File: src/rtl/brec_pkg.sv
// brec_pkg: shared types, constants and calendar helpers for the epoch / bcd converter
// used by brec_alu and bcd_rtc_epoch_converter_core; no dependencies
package brec_pkg;

    localparam int unsigned YEAR_W = 12;
    localparam int unsigned DAYS_W = 25;

    localparam logic [31:0]       SECS_DAY   = 32'd86400;
    localparam logic [31:0]       SECS_HOUR  = 32'd3600;
    localparam logic [31:0]       SECS_MIN   = 32'd60;
    localparam logic [YEAR_W-1:0] BASE_YEAR  = 12'd1970;
    localparam logic [YEAR_W-1:0] CHIP_YEAR0 = 12'd1968;
    localparam logic [YEAR_W-1:0] NOLEAP_CENTURY = 12'd2100;
    localparam logic [3:0]        LAST_MONTH = 4'd12;
    localparam logic [3:0]        LAST_WALK_MONTH = 4'd11;

    // reciprocals for the constant divides, exact over the operand ranges used
    // seconds / 86400 = ((seconds >> 7) * DAY_RECIP) >> 35
    localparam logic [25:0]       DAY_RECIP  = 26'd50903317;
    // seconds of day / 3600 = ((seconds >> 4) * HOUR_RECIP) >> 21
    localparam logic [13:0]       HOUR_RECIP = 14'd9321;
    // seconds of hour / 60 = ((seconds >> 2) * MIN_RECIP) >> 14
    localparam logic [10:0]       MIN_RECIP  = 11'd1093;

    typedef enum logic {
        OP_TO_EPOCH = 1'b0,
        OP_TO_BCD   = 1'b1
    } t_op;

    typedef struct packed {
        logic        operation;
        logic [31:0] epoch_in;
        logic [7:0]  sec_in;
        logic [7:0]  min_in;
        logic [7:0]  hour_in;
        logic [7:0]  date_in;
        logic [7:0]  month_in;
        logic [7:0]  year_in;
    } t_in_word;

    typedef struct packed {
        logic [31:0] epoch_out;
        logic [7:0]  sec_out;
        logic [7:0]  min_out;
        logic [7:0]  hour_out;
        logic [7:0]  date_out;
        logic [7:0]  month_out;
        logic [7:0]  year_out;
    } t_out_word;

    // nibbles above nine are weighted as they stand
    function automatic logic [7:0] from_bcd(input logic [7:0] b);
        return {1'b0, b[7:4], 3'b000} + {3'b000, b[7:4], 1'b0} + {4'b0000, b[3:0]};
    endfunction

    // exact for every year this block can reach (1968 to 2133)
    function automatic logic is_leap(input logic [YEAR_W-1:0] y);
        return (y[1:0] == 2'b00) && (y != NOLEAP_CENTURY);
    endfunction

    function automatic logic [8:0] year_len(input logic [YEAR_W-1:0] y);
        return is_leap(y) ? 9'd366 : 9'd365;
    endfunction

    function automatic logic [4:0] month_len(input logic li, input logic [3:0] idx);
        logic [4:0] d;
        case (idx)
            4'd1:                      d = li ? 5'd29 : 5'd28;
            4'd3, 4'd5, 4'd8, 4'd10:   d = 5'd30;
            default:                   d = 5'd31;
        endcase
        return d;
    endfunction

    function automatic logic [7:0] to_bcd(input logic [6:0] d);
        logic [14:0] p;
        logic [3:0]  tens;
        logic [6:0]  ones;
        p    = 15'(d) * 15'd205;
        tens = p[14:11];
        ones = d - 7'({tens, 3'b000} + {tens, 1'b0});
        return {tens, ones[3:0]};
    endfunction

endpackage

File: src/rtl/bcd_rtc_epoch_converter_core.sv
// bcd_rtc_epoch_converter_core: epoch seconds <-> bcd clock registers, one word at a time.
// bcd to epoch walks the years from 1970 up to the given one and the months before the given
// one; epoch to bcd walks the elapsed years and months. the year and month walks and the
// shift-add multiply run on the shared adder (brec_alu); o_in_ready high only in idle, next
// word taken in the cycle after the result is registered, later while the previous result
// waits. synchronous active-low reset clears state and out valid.
// depends on brec_pkg and brec_alu
module bcd_rtc_epoch_converter_core
    import brec_pkg::*;
(
    input  logic      i_clk,
    input  logic      i_rst_n,
    input  logic      i_in_valid,
    output logic      o_in_ready,
    input  t_in_word  i_in_data,
    output logic      o_out_valid,
    input  logic      i_out_ready,
    output t_out_word o_out_data
);

    typedef enum logic [3:0] {
        S_IDLE,
        S_YEAR0,
        S_MON0,
        S_DATE,
        S_MUL,
        S_DIVD,
        S_REMD,
        S_DIVH,
        S_REMH,
        S_DIVM,
        S_REMM,
        S_YEAR1,
        S_MON1,
        S_DONE
    } t_state;

    t_state              r_state;
    logic                r_op;
    logic [31:0]         r_acc;
    logic [DAYS_W-1:0]   r_days;
    logic [7:0]          r_sec;
    logic [7:0]          r_min;
    logic [7:0]          r_hour;
    logic [7:0]          r_mday;
    logic [3:0]          r_mon;
    logic [3:0]          r_m;
    logic [YEAR_W-1:0]   r_y;
    logic [YEAR_W-1:0]   r_tyear;
    logic                r_li;
    logic [3:0]          r_k;
    logic                r_out_valid;
    t_out_word           r_out;

    logic [31:0]         w_b;
    logic                w_sub;
    logic [31:0]         w_res;
    logic                w_carry;
    logic [7:0]          w_dmon;
    logic [YEAR_W-1:0]   w_tyear;
    logic [31:0]         w_d;
    logic [31:0]         w_h;
    logic [31:0]         w_mi;
    logic [8:0]          w_mday_m1;
    logic [7:0]          w_yoff;
    logic [7:0]          w_yoff_mod;
    logic [50:0]         w_pday;
    logic [25:0]         w_phour;
    logic [19:0]         w_pmin;
    logic [15:0]         w_qday;
    logic [4:0]          w_qhour;
    logic [5:0]          w_qmin;

    brec_alu u_alu (
        .i_a     (r_acc),
        .i_b     (w_b),
        .i_sub   (w_sub),
        .o_res   (w_res),
        .o_carry (w_carry)
    );

    assign w_dmon     = from_bcd(i_in_data.month_in);
    assign w_tyear    = YEAR_W'(from_bcd(i_in_data.year_in)) + CHIP_YEAR0;
    assign w_d        = {7'd0, r_days};
    assign w_h        = {24'd0, r_hour};
    assign w_mi       = {24'd0, r_min};
    assign w_mday_m1  = {1'b0, r_mday} - 9'd1;
    assign w_yoff     = 8'(r_y - CHIP_YEAR0);
    assign w_yoff_mod = (w_yoff >= 8'd100) ? (w_yoff - 8'd100) : w_yoff;

    // quotients by reciprocal multiplication
    assign w_pday  = 51'(r_acc[31:7]) * 51'(DAY_RECIP);
    assign w_phour = 26'(r_acc[16:4]) * 26'(HOUR_RECIP);
    assign w_pmin  = 20'(r_acc[11:2]) * 20'(MIN_RECIP);
    assign w_qday  = w_pday[50:35];
    assign w_qhour = w_phour[25:21];
    assign w_qmin  = w_pmin[19:14];

    // operand select for the shared adder
    always_comb begin
        w_b   = '0;
        w_sub = 1'b0;
        case (r_state)
            S_YEAR0: w_b = {23'd0, year_len(r_y)};
            S_MON0:  w_b = {27'd0, month_len(r_li, r_m - 4'd1)};
            S_DATE:  w_b = {{23{w_mday_m1[8]}}, w_mday_m1};
            S_MUL: begin
                case (r_k)
                    4'd0:    w_b = w_d << 16;
                    4'd1:    w_b = w_d << 14;
                    4'd2:    w_b = w_d << 12;
                    4'd3:    w_b = w_d << 8;
                    4'd4:    w_b = w_d << 7;
                    4'd5:    w_b = w_h << 11;
                    4'd6:    w_b = w_h << 10;
                    4'd7:    w_b = w_h << 9;
                    4'd8:    w_b = w_h << 4;
                    4'd9:    w_b = w_mi << 5;
                    4'd10:   w_b = w_mi << 4;
                    4'd11:   w_b = w_mi << 3;
                    4'd12:   w_b = w_mi << 2;
                    default: w_b = {24'd0, r_sec};
                endcase
            end
            S_REMD: begin
                w_b   = w_d * SECS_DAY;
                w_sub = 1'b1;
            end
            S_REMH: begin
                w_b   = w_h * SECS_HOUR;
                w_sub = 1'b1;
            end
            S_REMM: begin
                w_b   = w_mi * SECS_MIN;
                w_sub = 1'b1;
            end
            S_YEAR1: begin
                w_b   = {23'd0, year_len(r_y)};
                w_sub = 1'b1;
            end
            S_MON1: begin
                w_b   = {27'd0, month_len(r_li, r_m)};
                w_sub = 1'b1;
            end
            default: begin
                w_b   = '0;
                w_sub = 1'b0;
            end
        endcase
    end

    always_ff @(posedge i_clk) begin
        if (!i_rst_n) begin
            r_state     <= S_IDLE;
            r_out_valid <= 1'b0;
        end else begin
            if (r_out_valid && i_out_ready && (r_state != S_DONE)) begin
                r_out_valid <= 1'b0;
            end
            case (r_state)
                S_IDLE: begin
                    if (i_in_valid) begin
                        r_op    <= i_in_data.operation;
                        r_sec   <= from_bcd(i_in_data.sec_in);
                        r_mday  <= from_bcd(i_in_data.date_in);
                        r_mon   <= (w_dmon > 8'(LAST_MONTH)) ? LAST_MONTH : w_dmon[3:0];
                        r_tyear <= w_tyear;
                        r_li    <= is_leap(w_tyear);
                        r_y     <= BASE_YEAR;
                        r_days  <= '0;
                        if (i_in_data.operation == OP_TO_BCD) begin
                            r_acc   <= i_in_data.epoch_in;
                            r_min   <= '0;
                            r_hour  <= '0;
                            r_m     <= 4'd0;
                            r_k     <= 4'd0;
                            r_state <= S_DIVD;
                        end else begin
                            r_acc   <= '0;
                            r_min   <= from_bcd(i_in_data.min_in);
                            r_hour  <= from_bcd(i_in_data.hour_in);
                            r_m     <= 4'd1;
                            r_k     <= 4'd0;
                            r_state <= S_YEAR0;
                        end
                    end
                end
                S_YEAR0: begin
                    if (r_y < r_tyear) begin
                        r_acc <= w_res;
                        r_y   <= r_y + 12'd1;
                    end else begin
                        r_state <= S_MON0;
                    end
                end
                S_MON0: begin
                    if (r_m < r_mon) begin
                        r_acc <= w_res;
                        r_m   <= r_m + 4'd1;
                    end else begin
                        r_state <= S_DATE;
                    end
                end
                S_DATE: begin
                    r_days  <= w_res[DAYS_W-1:0];
                    r_acc   <= '0;
                    r_k     <= 4'd0;
                    r_state <= S_MUL;
                end
                S_MUL: begin
                    r_acc <= w_res;
                    r_k   <= r_k + 4'd1;
                    if (r_k == 4'd13) begin
                        r_state <= S_DONE;
                    end
                end
                S_DIVD: begin
                    r_days  <= {9'd0, w_qday};
                    r_state <= S_REMD;
                end
                S_REMD: begin
                    r_acc   <= w_res;
                    r_state <= S_DIVH;
                end
                S_DIVH: begin
                    r_hour  <= {3'd0, w_qhour};
                    r_state <= S_REMH;
                end
                S_REMH: begin
                    r_acc   <= w_res;
                    r_state <= S_DIVM;
                end
                S_DIVM: begin
                    r_min   <= {2'd0, w_qmin};
                    r_state <= S_REMM;
                end
                S_REMM: begin
                    r_sec   <= {2'b00, w_res[5:0]};
                    r_acc   <= {7'd0, r_days};
                    r_state <= S_YEAR1;
                end
                S_YEAR1: begin
                    if (w_carry) begin
                        r_acc <= w_res;
                        r_y   <= r_y + 12'd1;
                    end else begin
                        r_li    <= is_leap(r_y);
                        r_state <= S_MON1;
                    end
                end
                S_MON1: begin
                    if (r_m < LAST_WALK_MONTH && w_carry) begin
                        r_acc <= w_res;
                        r_m   <= r_m + 4'd1;
                    end else begin
                        r_state <= S_DONE;
                    end
                end
                S_DONE: begin
                    if (!r_out_valid || i_out_ready) begin
                        r_out_valid <= 1'b1;
                        r_state     <= S_IDLE;
                        if (r_op == OP_TO_BCD) begin
                            r_out.epoch_out <= '0;
                            r_out.sec_out   <= to_bcd(r_sec[6:0]);
                            r_out.min_out   <= to_bcd(r_min[6:0]);
                            r_out.hour_out  <= to_bcd(r_hour[6:0]);
                            r_out.date_out  <= to_bcd({2'b00, r_acc[4:0]} + 7'd1);
                            r_out.month_out <= to_bcd({3'b000, r_m} + 7'd1);
                            r_out.year_out  <= to_bcd(w_yoff_mod[6:0]);
                        end else begin
                            r_out.epoch_out <= r_acc;
                            r_out.sec_out   <= '0;
                            r_out.min_out   <= '0;
                            r_out.hour_out  <= '0;
                            r_out.date_out  <= '0;
                            r_out.month_out <= '0;
                            r_out.year_out  <= '0;
                        end
                    end
                end
                default: begin
                    r_state <= S_IDLE;
                end
            endcase
        end
    end

    assign o_in_ready  = (r_state == S_IDLE);
    assign o_out_valid = r_out_valid;
    assign o_out_data  = r_out;

    a_busy_after_accept: assert property (@(posedge i_clk) disable iff (!i_rst_n)
        i_in_valid && o_in_ready |=> !o_in_ready)
        else $error("ready did not drop after a word was taken");

    a_bcd_digits: assert property (@(posedge i_clk) disable iff (!i_rst_n)
        o_out_valid |-> (o_out_data.sec_out[3:0] <= 4'd9) && (o_out_data.min_out[3:0] <= 4'd9)
            && (o_out_data.hour_out[3:0] <= 4'd9) && (o_out_data.date_out[3:0] <= 4'd9)
            && (o_out_data.month_out <= 8'h12) && (o_out_data.year_out[3:0] <= 4'd9))
        else $error("result holds a non-decimal digit");

    a_month_range: assert property (@(posedge i_clk) disable iff (!i_rst_n)
        (r_state == S_MON0 || r_state == S_MON1) |-> (r_m <= LAST_MONTH))
        else $error("month walk ran past december");

    a_hold_done: assert property (@(posedge i_clk) disable iff (!i_rst_n)
        (r_state == S_DONE) && r_out_valid && !i_out_ready |=> (r_state == S_DONE))
        else $error("result overwrote a word still waiting");

endmodule

File: src/rtl/brec_alu.sv
// brec_alu: the one 32-bit add / subtract unit shared by the walk, multiply and remainder steps of the converter
// depends on brec_pkg
module brec_alu
    import brec_pkg::*;
(
    input  logic [31:0] i_a,
    input  logic [31:0] i_b,
    input  logic        i_sub,
    output logic [31:0] o_res,
    output logic        o_carry
);

    logic [32:0] w_sum;

    // on subtract the carry out means a >= b
    assign w_sum   = {1'b0, i_a} + {1'b0, i_b ^ {32{i_sub}}} + {32'd0, i_sub};
    assign o_res   = w_sum[31:0];
    assign o_carry = w_sum[32];

endmodule

File: config.mk
export PLATFORM = sky130hd
export DESIGN_NAME = bcd_rtc_epoch_converter_core
export DESIGN_NICKNAME = d
export VERILOG_FILES = /design/src/rtl/brec_pkg.sv /design/src/rtl/bcd_rtc_epoch_converter_core.sv /design/src/rtl/brec_alu.sv
export SDC_FILE = /design/constraint.sdc
export NUM_CORES = 2
export LEC_CHECK = 0
export ABC_CLOCK_PERIOD_IN_PS = 14300
export BUFFER_PORTS_ARGS = -buffer_cell sky130_fd_sc_hd__buf_2
export CAP_MARGIN = 20
export CORE_ASPECT_RATIO = 1.2
export CORE_MARGIN = 1
export CORE_UTILIZATION = 52
export CTS_CLUSTER_DIAMETER = 80
export DETAILED_ROUTE_END_ITERATION = 16
export GPL_ROUTABILITY_DRIVEN = 0
export MAX_ROUTING_LAYER = met4
export PLACE_DENSITY = 0.72
export SLEW_MARGIN = 15
export SYNTH_ARGS = -nofsm -noshare
export SYNTH_HDL_FRONTEND = slang
export SYNTH_SLANG_ARGS = --single-unit
File: constraint.sdc
create_clock -name i_clk -period 14.3 [get_ports i_clk]
set_input_delay 1.43 -clock i_clk [delete_from_list [all_inputs] [get_ports i_clk]]
set_output_delay 1.43 -clock i_clk [all_outputs]
set_load 0.01 [all_outputs]
==> impl_metrics.csv <==
group,metric,value,unit
worst_hold_path,whs_path_depth,2,
die,die-width,239,um
timing,fmax,0.116,GHz
die,io-pin-count,167,
timing,slew-limit-headroom,28.0,%
die,die_area,0.0686,mm^2
global_route,grt_max_degree,72,
clocking,cts_tree,"built",
worst_hold_path,min_to,"r_state[0]",
setup_path,r2r_start,"r_days[5]",
setup_path,critPathSlowestCell,"edfxtp_1",
clocking,clock-sinks,209,
die,floorplan.core_area,0.0669,mm^2
clocking,postCtsResizedCells,0,
routing,vias,26186,
synth,synth_top_area_share,29.4,%
die,dieHeight,287,um
synth,syn_area,0.0351,mm^2
global_route,grt_pass1_wl,145000,um
place,dp.final_hpwl,73900,um
setup_path,r2r-end,"r_acc[22]",
final_layout,regArea,0.00623,mm^2
outcome,outcome,"complete, no violations",
routing,drt-initial-drc-count,2102,
routing,wl_per_cell,19.5,um
clocking,worstSkewPairLatency,0.58,ns
worst_hold_path,hp-class,"reg2reg",
setup_path,crit_start,"r_days[5]",
synth,yosysSeqAreaShare,17.7,%
synth,yosys_warnings,0,
global_route,grtUsageTotal,27.8,%
die,start_util,52.5,%
synth,ys_types,79,
timing,rsz0062_at_grt,"false",
setup_path,worst-r2r-setup-slack,5.68,ns
synth,synth_top_area_cell,"ha_1",
clocking,root_buffer,"clkbuf_16",
synth,synth_cells,3525,
clocking,post_cts_buffers,0,
setup_path,critical_path.top_delay_family,"compound AO/OA/AOI/OAI gates",
final_layout,drive_gt1_share,7.66,%
routing,avgViaCountPerCell,5.70,
setup_path,startpoint_type,"flip-flop",
synth,synth_async_sr_flop_share,0,%
synth,synth-edff-count,204,
setup_path,crit_path_max_incr_delay,0.59,ns
timing,drv_slew,0,
synth,ys_ff_latch,209,
synth,ys.flop_type,"edfxtp_1",
routing,dr.pass1.iters,10,
setup_path,critPathBufInv,3,
synth,postSynthAreaPerCell,9.96,um^2
timing,fin_setup_tns,0,ns
routing,routed_wirelength,89800,um
clocking,htree_levels,1,
setup_path,required,14.52,ns
timing,min_period,8.62,ns
global_route,antenna_found_initial,1,
timing,tightestPinTransition,1.08,ns
clocking,cts_buffers,27,
global_route,grt.overflow.total,0,
timing,hold_viol_final,0,
routing,drc,0,
timing,setup_violations,0,
setup_path,crit_arrival,8.84,ns
final_layout,syn_to_final_growth,8.07,%
worst_hold_path,min_from,"r_state[0]",
clocking,postCtsHoldBufs,0,
clocking,cts_buffer_depth,3,
timing,finClkSkew,0.0116,ns
synth,synthTopCellsByArea,"ha_1 29%, fa_1 19%, edfxtp_1 17%",
run,cap_violations,0,
final_layout,multi_input_area,0.0262,mm^2
setup_path,reg2reg_depth,28,
setup_path,endpoint_kind,"flip-flop",
global_route,grt_pass1_vias,27086,
routing,ant_nets,0,
die,num_rows,104,
setup_path,crit_path_frequent_cell,"ha_1",
final_layout,fill_cells,5850,
clocking,clk_pin_slew,0.06,ns
final_layout,nNetsFinal,4923,
place,numPortBuffers,163,
setup_path,path_max_fanout,32,
setup_path,critPathKind,"reg2reg",
timing,period_share,60.3,%
## per-stage QoR
step	area, um^2	setup WS, ns	utilization (%)	cells	hold WS (ns)
2_1_floorplan	35100	2.18	-	3527	0.599
3_3_place_gp	37100	5.93	55.4	4544	0.548
3_5_place_dp	37100	5.78	55.4	4545	0.560
4_1_cts	38000	5.75	56.7	4594	0.567
5_1_grt	38000	5.32	56.7	4595	0.603
6_report	38000	5.68	56.7	4595	0.567
## logic make-up (layout without fill, tap and decap cells)
family,Yosys count,after routing,share of synthesized area [%]
adder cells (fa/ha/maj),1165,1165,48.8
buffers and inverters,728,894,7.83
AO/OA/AOI/OAI,643,643,12.4
AND/OR/NAND/NOR,568,568,7.99
flip-flops,209,209,17.7
XOR/XNOR,203,203,5.06
multiplexers,8,8,0.239
other,1,4,0.0107
## sequential cells by signal, summed over array words and instances, names as in the netlist
name	flops
o_out_data	77
o_out_valid	1
r_k	4
r_mon	4
r_mday	8
r_tyear	12
r_days	25
r_m	4
r_state	4
r_y	12
r_op	1
r_li	1
r_min	8
r_hour	8
r_sec	8
r_acc	32
## layout make-up
class / count / share of cell area, %
flip-flops and latches: 209 / 16.4
multi-input cells: 2590 / 69.0
repair buffers: 199 / 2.86
clock buffers: 29 / 1.80
well taps: 901 / 2.97
clock inverters: 20 / 0.541
inverters: 646 / 6.39
diodes: 1 / 0.00659
## synthesized netlist by cell type (61+ instances only)
master / instances
ha_1: 825
inv_1: 645
fa_1: 340
edfxtp_1: 204
a21oi_1: 160
nor2_1: 157
xnor2_1: 142
nand2_1: 135
o21ai_0: 116
a21o_1: 77
clkbuf_1: 66
xor2_1: 61
## worst max-delay path by stage
| stage | endpoint | slack (ns) | depth (start not counted) |
|---|---|---|---|
| floorplan | r_acc[0] | 2.18 | 27 |
| global placement | r_acc[27] | 5.93 | 28 |
| detailed placement | r_acc[27] | 5.78 | 28 |
| CTS | r_acc[22] | 5.75 | 28 |
| global route | r_acc[9] | 5.32 | 28 |
| finish | r_acc[22] | 5.68 | 28 |
## placed cells by master, fill, tap and decap left out, types with 30 or more instances in the layout
master,instances
a22oi_1,47
inv_1,645
nor3_1,30
and2_1,59
a21o_1,77
nand3_1,31
fa_1,340
nor2_1,155
xor2_1,61
ha_1,825
xnor2_1,142
nor2b_1,47
buf_4,36
edfxtp_1,204
a21oi_1,160
o21ai_0,116
nand2_1,135
buf_2,163
## worst reg2reg max path, delay by kind of cell, from the launching register on
| kind | cells | cell delay, ns |
|---|---|---|
| flops | 1 | 0.59 |
| compound gates | 12 | 2.94 |
| simple gates | 5 | 1.11 |
| buf+inv | 3 | 0.57 |
| xor+xnor | 1 | 0.13 |
| fa+ha+maj | 7 | 2.89 |
## routing by layer
metal / part of all wire (%) / vias to the layer above / global-route usage (%) / wire, um
met1: 39 / 12627 / 33.2 / 35300
li1: - / 12384 / - / -
met2: 49 / 922 / 47.0 / 43600
met3: 7.0 / 253 / 3.46 / 6300
met4: 5.0 / 0 / 12.0 / 4530
met5: 0 / - / - / 0
Power is left out: the tool's default activity adds up to more than one toggle a clock period on the data nets, which glitch-free logic cannot reach.
